[config.mk]
export PLATFORM = sky130hd
export DESIGN_NAME = multirate_adc_sample_averager
export DESIGN_NICKNAME = d
export VERILOG_FILES = /design/src/msa_pkg.sv /design/src/multirate_adc_sample_averager.sv
export SDC_FILE = /design/constraint.sdc
export NUM_CORES = 1
export LEC_CHECK = 0
export ABC_CLOCK_PERIOD_IN_PS = 7500
export BUFFER_PORTS_ARGS = -buffer_cell sky130_fd_sc_hd__buf_2
export CORE_MARGIN = 4
export CORE_UTILIZATION = 30
export DETAILED_ROUTE_END_ITERATION = 10
export HOLD_SLACK_MARGIN = 0.06
export RECOVER_POWER = 25
export SLEW_MARGIN = 20
export SYNTH_ARGS = -nofsm -noshare
export SYNTH_HDL_FRONTEND = slang
export SYNTH_SLANG_ARGS = --single-unit
[constraint.sdc]
create_clock -name aclk -period 7.5 [get_ports aclk]
set_input_delay 0.375 -clock aclk [delete_from_list [all_inputs] [get_ports aclk]]
set_output_delay 0.375 -clock aclk [all_outputs]
set_load 0.01 [all_outputs]
[src/msa_pkg.sv]
package msa_pkg;

    // Channel and sample geometry
    localparam int CHANNELS    = 4;
    localparam int SAMPLE_BITS = 10;
    localparam int FRAC_BITS   = 4;

    // Accumulator and result widths
    localparam int SUM_BITS     = 26;
    localparam int COUNT_BITS   = 16;
    localparam int AVG_BITS     = 14;
    localparam int TOTAL_BITS   = 28;
    localparam int TCOUNT_BITS  = 18;
    localparam int PERIOD_BITS  = 16;

    // Divider geometry: total sum with fraction bits, and the widest divisor
    localparam int DIVIDEND_BITS = TOTAL_BITS + FRAC_BITS;
    localparam int DIVISOR_BITS  = TCOUNT_BITS;
    localparam int STEP_BITS     = $clog2(DIVIDEND_BITS);

    // Number of quotients per report: one per channel plus the overall average
    localparam int NUM_QUOT  = CHANNELS + 1;
    localparam int QIDX_BITS = $clog2(NUM_QUOT);
    localparam int CH_BITS   = $clog2(CHANNELS);

    // Saturation limits
    localparam logic [SUM_BITS-1:0]   SUM_MAX   = {SUM_BITS{1'b1}};
    localparam logic [COUNT_BITS-1:0] COUNT_MAX = {COUNT_BITS{1'b1}};

    // Configuration port
    localparam int CFG_INDEX_BITS = 4;
    localparam int CFG_DATA_BITS  = 16;

    localparam logic [CFG_INDEX_BITS-1:0] REG_FAST_PERIOD   = 4'd0;
    localparam logic [CFG_INDEX_BITS-1:0] REG_SLOW_PERIOD   = 4'd1;
    localparam logic [CFG_INDEX_BITS-1:0] REG_REPORT_PERIOD = 4'd2;
    localparam logic [CFG_INDEX_BITS-1:0] REG_SLOW_MASK     = 4'd3;

    // Register values after reset
    localparam logic [PERIOD_BITS-1:0] FAST_PERIOD_RST   = 16'd100;
    localparam logic [PERIOD_BITS-1:0] SLOW_PERIOD_RST   = 16'd200;
    localparam logic [PERIOD_BITS-1:0] REPORT_PERIOD_RST = 16'd1000;
    localparam logic [CHANNELS-1:0]    SLOW_MASK_RST     = 4'd4;

endpackage

[src/multirate_adc_sample_averager.sv]
// Multirate ADC sample averager.
//
// Input channel (s_valid/s_ready): one transaction per timer tick, carrying the
// current conversion of all four channels. Fast channels are accumulated every
// fast_period ticks, slow channels (slow_channel_mask) every slow_period ticks.
// Output channel (m_valid/m_ready): one transaction per report_period ticks with
// per-channel averages, the overall average, the total sum and an empty mask.
// Averages carry 4 fraction bits and are truncated; empty channels read 0.
//
// Flow control: a tick that is not a report tick leaves s_ready high. A report
// tick runs five divisions on one shared radix-2 restoring divider, each an
// ST_LOAD state and then the ST_DIV steps, and then loads the output register;
// s_ready is low for that time. The next tick is taken in the cycle after the
// result loads. The output register holds a result while the receiver stalls;
// ticks keep being accepted meanwhile, and a later report waits in its last
// state until the output register is free.
// Reset (aresetn low, synchronous): registers return to their reset values,
// phase counters, sums and counts clear, and no result is pending.
module multirate_adc_sample_averager (
    input  logic                                   aclk,
    input  logic                                   aresetn,
    input  logic                                   cfg_wen,
    input  logic [msa_pkg::CFG_INDEX_BITS-1:0]     cfg_index,
    input  logic [msa_pkg::CFG_DATA_BITS-1:0]      cfg_wdata,
    input  logic                                   s_valid,
    output logic                                   s_ready,
    input  logic [msa_pkg::SAMPLE_BITS-1:0]        s_sample_ch0,
    input  logic [msa_pkg::SAMPLE_BITS-1:0]        s_sample_ch1,
    input  logic [msa_pkg::SAMPLE_BITS-1:0]        s_sample_ch2,
    input  logic [msa_pkg::SAMPLE_BITS-1:0]        s_sample_ch3,
    output logic                                   m_valid,
    input  logic                                   m_ready,
    output logic [msa_pkg::AVG_BITS-1:0]           m_avg_ch0,
    output logic [msa_pkg::AVG_BITS-1:0]           m_avg_ch1,
    output logic [msa_pkg::AVG_BITS-1:0]           m_avg_ch2,
    output logic [msa_pkg::AVG_BITS-1:0]           m_avg_ch3,
    output logic [msa_pkg::AVG_BITS-1:0]           m_avg_all,
    output logic [msa_pkg::TOTAL_BITS-1:0]         m_sum_all,
    output logic [msa_pkg::CHANNELS-1:0]           m_empty_mask
);
    import msa_pkg::*;

    typedef enum logic [3:0] {
        ST_IDLE = 4'b0001,
        ST_LOAD = 4'b0010,
        ST_DIV  = 4'b0100,
        ST_HOLD = 4'b1000
    } state_t;

    typedef struct packed {
        logic                   fire;
        logic [PERIOD_BITS-1:0] phase;
    } phase_step_t;

    function automatic phase_step_t phase_step(input logic [PERIOD_BITS-1:0] phase,
                                               input logic [PERIOD_BITS-1:0] period);
        phase_step_t             r;
        logic [PERIOD_BITS-1:0]  nxt;
        nxt = phase + PERIOD_BITS'(1);
        if ((nxt >= period) || (nxt == '0)) begin
            r.fire  = 1'b1;
            r.phase = '0;
        end else begin
            r.fire  = 1'b0;
            r.phase = nxt;
        end
        return r;
    endfunction

    // Configuration registers
    logic [PERIOD_BITS-1:0] fast_period_reg, slow_period_reg, report_period_reg;
    logic [CHANNELS-1:0]    slow_mask_reg;

    // Tick state
    logic [PERIOD_BITS-1:0] fast_phase_reg, slow_phase_reg, report_phase_reg;
    logic [SUM_BITS-1:0]    sum_reg   [CHANNELS];
    logic [COUNT_BITS-1:0]  count_reg [CHANNELS];

    // Sequencer and divider
    state_t                   state_reg, state_next;
    logic [QIDX_BITS-1:0]     qidx_reg;
    logic [STEP_BITS-1:0]     step_reg;
    logic [DIVISOR_BITS-1:0]  rem_reg;
    logic [DIVIDEND_BITS-1:0] quo_reg;
    logic [DIVISOR_BITS-1:0]  divisor_reg;
    logic [TOTAL_BITS-1:0]    total_sum_reg;
    logic [TCOUNT_BITS-1:0]   total_cnt_reg;
    logic [AVG_BITS-1:0]      res_reg [NUM_QUOT];

    // Output register
    logic                     m_valid_reg;
    logic [AVG_BITS-1:0]      avg_out_reg [NUM_QUOT];
    logic [TOTAL_BITS-1:0]    sum_out_reg;
    logic [CHANNELS-1:0]      empty_out_reg;

    logic [SAMPLE_BITS-1:0]   smp [CHANNELS];
    phase_step_t              fast_step, slow_step, report_step;
    logic [SUM_BITS-1:0]      sum_next   [CHANNELS];
    logic [COUNT_BITS-1:0]    count_next [CHANNELS];
    logic                     in_accept;
    logic                     out_free;
    logic                     div_last;
    logic                     quot_is_total;
    logic [CH_BITS-1:0]       ch_sel;
    logic [DIVIDEND_BITS-1:0] load_dividend;
    logic [DIVISOR_BITS-1:0]  load_divisor;
    logic [DIVISOR_BITS:0]    trial;
    logic                     trial_ge;
    logic [DIVISOR_BITS-1:0]  rem_next;
    logic [DIVIDEND_BITS-1:0] quo_next;
    logic [CHANNELS-1:0]      empty_now;

    assign smp[0] = s_sample_ch0;
    assign smp[1] = s_sample_ch1;
    assign smp[2] = s_sample_ch2;
    assign smp[3] = s_sample_ch3;

    assign s_ready   = (state_reg == ST_IDLE);
    assign in_accept = s_valid && s_ready;
    assign out_free  = !m_valid_reg || m_ready;

    // Advance the tick counters and accumulate this tick's samples
    always_comb begin
        logic                  take;
        logic [SUM_BITS:0]     sum_add;
        fast_step   = phase_step(fast_phase_reg, fast_period_reg);
        slow_step   = phase_step(slow_phase_reg, slow_period_reg);
        report_step = phase_step(report_phase_reg, report_period_reg);
        for (int c = 0; c < CHANNELS; c++) begin
            take    = slow_mask_reg[c] ? slow_step.fire : fast_step.fire;
            sum_add = {1'b0, sum_reg[c]} + (SUM_BITS+1)'(smp[c]);
            if (take) begin
                sum_next[c]   = (sum_add > {1'b0, SUM_MAX}) ? SUM_MAX
                                                             : sum_add[SUM_BITS-1:0];
                count_next[c] = (count_reg[c] == COUNT_MAX) ? COUNT_MAX
                                                            : count_reg[c] + COUNT_BITS'(1);
            end else begin
                sum_next[c]   = sum_reg[c];
                count_next[c] = count_reg[c];
            end
        end
    end

    // Mark channels that took no samples
    always_comb begin
        for (int c = 0; c < CHANNELS; c++) begin
            empty_now[c] = (count_reg[c] == '0);
        end
    end

    // Select the operands for the next division
    assign quot_is_total = (qidx_reg == QIDX_BITS'(CHANNELS));
    assign ch_sel        = qidx_reg[CH_BITS-1:0];

    always_comb begin
        if (quot_is_total) begin
            load_dividend = {total_sum_reg, {FRAC_BITS{1'b0}}};
            load_divisor  = total_cnt_reg;
        end else begin
            load_dividend = DIVIDEND_BITS'({sum_reg[ch_sel], {FRAC_BITS{1'b0}}});
            load_divisor  = DIVISOR_BITS'(count_reg[ch_sel]);
        end
    end

    // One restoring division step
    assign trial    = {rem_reg, quo_reg[DIVIDEND_BITS-1]};
    assign trial_ge = (trial >= {1'b0, divisor_reg});
    assign rem_next = trial_ge ? DIVISOR_BITS'(trial - {1'b0, divisor_reg})
                               : trial[DIVISOR_BITS-1:0];
    assign quo_next = {quo_reg[DIVIDEND_BITS-2:0], trial_ge};
    assign div_last = (step_reg == STEP_BITS'(DIVIDEND_BITS - 1));

    // Sequence the report divisions
    always_comb begin
        state_next = state_reg;
        case (state_reg)
            ST_IDLE: begin
                if (in_accept && report_step.fire) begin
                    state_next = ST_LOAD;
                end
            end
            ST_LOAD: begin
                state_next = ST_DIV;
            end
            ST_DIV: begin
                if (div_last) begin
                    state_next = quot_is_total ? ST_HOLD : ST_LOAD;
                end
            end
            ST_HOLD: begin
                if (out_free) begin
                    state_next = ST_IDLE;
                end
            end
            default: begin
                state_next = ST_IDLE;
            end
        endcase
    end

    always_ff @(posedge aclk) begin
        if (!aresetn) begin
            state_reg <= ST_IDLE;
        end else begin
            state_reg <= state_next;
        end
    end

    // Write configuration registers; ignore indexes past the list
    always_ff @(posedge aclk) begin
        if (!aresetn) begin
            fast_period_reg   <= FAST_PERIOD_RST;
            slow_period_reg   <= SLOW_PERIOD_RST;
            report_period_reg <= REPORT_PERIOD_RST;
            slow_mask_reg     <= SLOW_MASK_RST;
        end else if (cfg_wen) begin
            case (cfg_index)
                REG_FAST_PERIOD:   fast_period_reg   <= cfg_wdata;
                REG_SLOW_PERIOD:   slow_period_reg   <= cfg_wdata;
                REG_REPORT_PERIOD: report_period_reg <= cfg_wdata;
                REG_SLOW_MASK:     slow_mask_reg     <= cfg_wdata[CHANNELS-1:0];
                default: begin
                end
            endcase
        end
    end

    // Update phases and accumulators on each tick; clear after a report
    always_ff @(posedge aclk) begin
        if (!aresetn) begin
            fast_phase_reg   <= '0;
            slow_phase_reg   <= '0;
            report_phase_reg <= '0;
            for (int c = 0; c < CHANNELS; c++) begin
                sum_reg[c]   <= '0;
                count_reg[c] <= '0;
            end
        end else if (in_accept) begin
            fast_phase_reg   <= fast_step.phase;
            slow_phase_reg   <= slow_step.phase;
            report_phase_reg <= report_step.phase;
            for (int c = 0; c < CHANNELS; c++) begin
                sum_reg[c]   <= sum_next[c];
                count_reg[c] <= count_next[c];
            end
        end else if ((state_reg == ST_HOLD) && out_free) begin
            for (int c = 0; c < CHANNELS; c++) begin
                sum_reg[c]   <= '0;
                count_reg[c] <= '0;
            end
        end
    end

    // Divider control
    always_ff @(posedge aclk) begin
        if (!aresetn) begin
            qidx_reg <= '0;
            step_reg <= '0;
        end else begin
            case (state_reg)
                ST_IDLE: begin
                    qidx_reg <= '0;
                end
                ST_LOAD: begin
                    step_reg <= '0;
                end
                ST_DIV: begin
                    step_reg <= step_reg + STEP_BITS'(1);
                    if (div_last && !quot_is_total) begin
                        qidx_reg <= qidx_reg + QIDX_BITS'(1);
                    end
                end
                default: begin
                end
            endcase
        end
    end

    // Divider datapath and running totals
    always_ff @(posedge aclk) begin
        case (state_reg)
            ST_IDLE: begin
                total_sum_reg <= '0;
                total_cnt_reg <= '0;
            end
            ST_LOAD: begin
                rem_reg     <= '0;
                quo_reg     <= load_dividend;
                divisor_reg <= load_divisor;
                if (!quot_is_total) begin
                    total_sum_reg <= total_sum_reg + TOTAL_BITS'(sum_reg[ch_sel]);
                    total_cnt_reg <= total_cnt_reg + TCOUNT_BITS'(count_reg[ch_sel]);
                end
            end
            ST_DIV: begin
                rem_reg <= rem_next;
                quo_reg <= quo_next;
                if (div_last) begin
                    res_reg[qidx_reg] <= (divisor_reg == '0) ? '0
                                                             : quo_next[AVG_BITS-1:0];
                end
            end
            default: begin
            end
        endcase
    end

    // Load the output register and hold it until the transaction completes
    always_ff @(posedge aclk) begin
        if (!aresetn) begin
            m_valid_reg <= 1'b0;
        end else if ((state_reg == ST_HOLD) && out_free) begin
            m_valid_reg <= 1'b1;
        end else if (m_ready) begin
            m_valid_reg <= 1'b0;
        end
    end

    always_ff @(posedge aclk) begin
        if ((state_reg == ST_HOLD) && out_free) begin
            for (int q = 0; q < NUM_QUOT; q++) begin
                avg_out_reg[q] <= res_reg[q];
            end
            sum_out_reg   <= total_sum_reg;
            empty_out_reg <= empty_now;
        end
    end

    assign m_valid      = m_valid_reg;
    assign m_avg_ch0    = avg_out_reg[0];
    assign m_avg_ch1    = avg_out_reg[1];
    assign m_avg_ch2    = avg_out_reg[2];
    assign m_avg_ch3    = avg_out_reg[3];
    assign m_avg_all    = avg_out_reg[CHANNELS];
    assign m_sum_all    = sum_out_reg;
    assign m_empty_mask = empty_out_reg;

endmodule

* Word level (Yosys, flattened, before mapping)
Memory sizes are Yosys's and may differ from the RTL's. A register that Yosys moved wholly into a read port is not among the register bits.
Index checks and enable logic that the tools add are counted.
** Storage, ports and cells
- Logic and storage cells :: 186
- Memories kept :: 4
- Memory bits (writable) :: 308
- Bits in registers :: 259
** Memories
- sum_reg :: words 4, bits a word 26, read ports 5, clocked after Yosys merged registers in 1, write ports 4, line multirate_adc_sample_averager.sv:76 : logic [SUM_BITS-1:0] sum_reg [CHANNELS];
- avg_out_reg :: words 5, bits a word 14, read ports 5, clocked after Yosys merged registers in 0, write ports 5, line multirate_adc_sample_averager.sv:92 : logic [AVG_BITS-1:0] avg_out_reg [NUM_QUOT];
- res_reg :: words 5, bits a word 14, read ports 5, clocked after Yosys merged registers in 0, write ports 1, line multirate_adc_sample_averager.sv:88 : logic [AVG_BITS-1:0] res_reg [NUM_QUOT];
- count_reg :: words 4, bits a word 16, read ports 5, clocked after Yosys merged registers in 1, write ports 4, line multirate_adc_sample_averager.sv:77 : logic [COUNT_BITS-1:0] count_reg [CHANNELS];
** Cells by class
- Magnitude comparators :: 8
- Reductions and logical operators :: 30
- Add/sub/neg operators :: 16
- Multiplexer cells :: 75
- Bitwise gates (word level) :: 16
- Eq/ne operators :: 18
** Operators by type and width (number)
- two-way mux 26 bit :: 16
- two-way mux 16 bit :: 17
- adder 16 x 1 -> 16 bit, second input constant :: 7
- logical NOT 16 bit :: 7
- adder 26 x 10 -> 27 bit :: 4
- greater-than comparator 27 x 26 -> 1 bit, second input constant :: 4
- case mux 18 bit (2 select lines) :: 2
- == test 16 bit, second input constant :: 4
- case mux 32 bit (2 select lines) :: 1
- case mux 28 bit (2 select lines) :: 1
- two-way mux 17 bit :: 3
- >= comparator 16 bit :: 3
- two-way mux 18 bit :: 2
- two-way mux 32 bit :: 1
- adder 28 x 26 -> 28 bit :: 1
- two-way mux 28 bit :: 1
- >= comparator 19 x 18 -> 1 bit :: 1
- adder 18 x 16 -> 18 bit :: 1
- logical NOT 18 bit :: 1
- two-way mux 1 bit :: 18
- subtractor 18 bit :: 1
- two-way mux 4 bit :: 4
- bitwise OR 1 bit :: 16
- case mux 4 bit (4 select lines) :: 1
- 22 further kinds :: 46

* Logic depth before layout (Yosys ltp)
- Depth after elaboration :: 8
- Gate-level depth with buffers :: 17
- Mapped depth without buffers :: 14

* Least setup slack after synthesis
Ideal clock, no wire load.
- Path type :: register -> register
- Start :: register state_reg[2]
- End :: memory count_reg[1][0], enable pin
- Setup time :: 0.500 ns
- Slack :: 1.107 ns
- Clock period less this slack :: 6.393 ns
- Arrival :: 5.893 ns
- Stages on the path, launching flop included :: 8
- Cells stage by stage :: dfxtp_1 -> nor4b_1 -> nor2b_1 -> clkbuf_1 -> nor2b_1 -> clkbuf_1 -> clkbuf_1 -> o21ai_0
** RTL lines
- start, declared :: line multirate_adc_sample_averager.sv:80 : state_t state_reg, state_next;
- start signal, assigned :: line multirate_adc_sample_averager.sv:205 : state_reg <= state_next;
- end, declared :: line multirate_adc_sample_averager.sv:77

==> impl_metrics.py <==
metrics = {
    "critical_path": {
        "arrival_ns": 5.01,
        "cp.required_ns": 8.03,
        "worstPathCellList": "ha_1 -> and4_1 -> nand4_1 -> xor2_1 -> inv_1 -> ha_1 -> a21o_1 -> a211o_1 -> a211oi_1 -> o21bai_1 -> nor3_2 -> nor2_2 -> buf_4 -> a311oi_1",
        "critPathSlowestCell": "nor3_2",
        "cp-start-kind": "register",
        "cp_common_cell": "ha_1",
        "setup.worst_path.class": "reg -> reg",
        "path_max_fanout": 22,
        "cp-end-kind": "register",
        "slowest_delay_ns": 0.88,
    },
    "timing": {
        "timing_hold_violations_final": 0,
        "layout_min_cycle_time_ns": 4.48,
        "drv_slew": 55,
        "rsz0062_at_grt": "no",
        "setup_viol": 0,
        "final.period_utilization_pct": 59.8,
        "finClkSkew_ns": 0.0637,
        "relSlewSlack_pct": -31.2,
        "finalSetupTns_ns": 0,
        "worst_slew_pin_slew_ns": 1.95,
        "max_freq_mhz": 223,
    },
    "die": {
        "initial_utilization_pct": 30.4,
        "chipHeight_um": 330,
        "num_io_pins": 169,
        "core_area_um2": 102000,
        "dieWidth_um": 330,
        "dieArea_um2": 109000,
        "rows": 117,
    },
    "synthesis": {
        "synth_area_um2": 31000,
        "synthFlopType": "edfxtp_1",
        "synth-async-reset-ratio_pct": 0,
        "synth.yosys.seq_area_share_pct": 48.6,
        "synthCells": 3047,
        "syn-num-nets": 3285,
        "synth-edff-count": 370,
        "ys_types": 82,
        "ys_warn_count": 0,
        "avgSynthCellArea_um2": 10.2,
        "synth-seq-cells": 569,
    },
    "finish": {
        "post-route-util_pct": 34.9,
        "regArea_um2": 15100,
        "multi_input_area_um2": 14800,
        "layout-drive-gt1-share_pct": 9.96,
        "fillCellCount": 10400,
        "area_growth_pct": 14.8,
        "largest_reg_flops": 104,
        "nNetsFinal": 3429,
    },
    "power_and_ir_drop": {
        "vdd.ir_drop.worst_uv": 185,
        "leakagePower_nw": 13.0,
        "p_per_area_nw_per_um2": 224,
    },
    "global_routing": {
        "grt_pass1_wl_um": 125000,
        "antenna_found_initial": 1,
        "grtUsageTotal_pct": 14.1,
        "grt-ovfl-total": 0,
        "grt_pass1_vias": 22200,
        "grt_max_degree": 88,
    },
    "clock_tree": {
        "clk_latency_ns": 0.68,
        "clockBufferDepth": 3,
        "clk_pin_slew_ns": 0.06,
        "htreeDepth": 2,
        "ctsRootBufferMaster": "clkbuf_16",
        "tritoncts": "done",
        "cts_buffers": 61,
        "cts_sinks": 569,
    },
    "detailed_routing": {
        "routed_wl_um": 79100,
        "dr.first_iter.drc_count": 1966,
        "wl_per_cell_um": 17.2,
        "dr.pass1.iters": 6,
        "remaining_drc_errors": 0,
        "postRouteAntennaNets": 0,
        "via_per_inst": 5.11,
        "num_vias": 23600,
    },
    "placed_design": {
        "io_buffers": 168,
        "dpl.hpwl_um": 56800,
        "place.gp.congestion": 0.825,
    },
    "outcome": {
        "violations": "max-capacitance violations, max-slew violations",
        "status": "complete, but fails checks",
    },
    "run": {
        "maxCapViolCount": 2,
    },
    "min_path": {
        "min_path_type": "in -> reg",
    },
}
-- worst max-delay path: cells and delay by family (launching register included) --
kind                       cells  cell delay [ns]
AOI/OAI and AO/OA              5             1.29
xor gates and xnor gates       1             0.23
adders and majority gates      2             0.48
buffers and inverters          2             0.35
DFF                            1             0.46
and+or+nand+nor                4             1.56
-- synthesized netlist by cell type (all sizes together), types with 45 or more instances --
master	instances	area share, %
nor2	177	2.1
dfxtp	199	13
a21oi	167	2.7
edfxtp	370	36
o21ai	120	1.9
nand2	357	4.3
a21boi	45	1.1
and3	58	1.2
ha	166	6.7
nand4	49	0.99
nand3	112	1.8
xor2	65	1.8
nor3	75	1.2
xnor2	81	2.3
inv	186	2.2
a31oi	71	1.5
clkbuf	112	1.4
-- per-layer routing --
metal	global-route usage (%)	wire (µm)	vias up
met5	0	0	-
met3	2.18	4280	92
met4	3.15	1490	0
met1	20.1	37500	11300
li1	-	-	11600
met2	22.7	35900	540
-- placed cells by master (no fill, tap or decap), types with 23 or more instances in the layout --
master and count:
dfxtp_1 197, o211ai_1 34, nand3_1 111, edfxtp_1 370, nand2_1 355, o21ai_0 116
nor2b_1 40, nor4_1 28, inv_1 184, nor3_1 74, a21o_1 34, a31oi_1 69
nor2_1 176, xor2_1 65, and2_1 23, a21oi_1 167, mux2i_1 30, ha_1 166
buf_4 30, a22o_1 25, o21a_1 25, buf_2 88, clkbuf_1 89, or3_1 25
nand4_1 49, xnor2_1 81, and3_1 58, a211oi_1 34, clkbuf_16 63, mux4_2 42
a21boi_0 45
-- logic make-up after synthesis --
logic type	after synthesis	synth area share (%)
buffers and inverters	324	4.03
AO/OA/AOI/OAI	717	15.5
XOR/XNOR	146	4.12
AND/OR/NAND/NOR	1045	16.5
adder cells (fa/ha/maj)	173	7.14
multiplexers	73	4.05
flip-flops	569	48.6
-- final cells by class --
cell class,count,share of cell area (%)
Timing Repair Buffer,218,3.22
Antenna cell,1,0.00703
Tap cell,1368,4.81
Sequential cell,569,42.4
Inverter,187,1.97
Clock inverter,38,1.30
Multi-Input combinational cell,2154,41.5
Clock buffer,76,4.76
-- power breakdown --
part	internal [W]	switching [W]	leakage (nW)
Sequential	0.00360	0.000223	5.15
Combinational	0.000361	0.000590	6.82
Clock	0.00186	0.00133	1.05
Total	0.00582	0.00214	13.0
-- timing repair --
action                                 in CTS  in global routing
endpoints found under the hold margin      41                  0
gates resized for setup                     0                  0
hold buffers                               16                  0
setup buffers                               0                  0
-- path summary, 6_finish.rpt --
path,start,end,slack (ns),cells after the start
min reg2reg,res_reg[0][6],avg_out_reg[0][6],0.42,0
max reg2reg,slow_phase_reg[0],count_reg[3][0],3.02,14
max,slow_phase_reg[0],count_reg[3][0],3.02,14
min,s_sample_ch0[0],sum_reg[0][0],0.12,4
-- metrics by stage --
| stage | total power [W] | hold slack, ns | cell area [µm²] | cells | setup WS [ns] |
|---|---|---|---|---|---|
| floorplan | 0.00450 | 0.400 | 31000 | 3047 | 1.11 |
| global route | 0.00832 | 0.0946 | 35600 | 4610 | 2.71 |
| CTS | 0.00804 | 0.0621 | 35700 | 4609 | 2.84 |
| finish | 0.00796 | 0.121 | 35600 | 4611 | 3.02 |
| global placement | 0.00480 | 0.401 | 33400 | 4479 | 2.91 |
| detailed placement | 0.00483 | 0.405 | 33400 | 4479 | 2.83 |
Power figures use the tool's default switching activity.
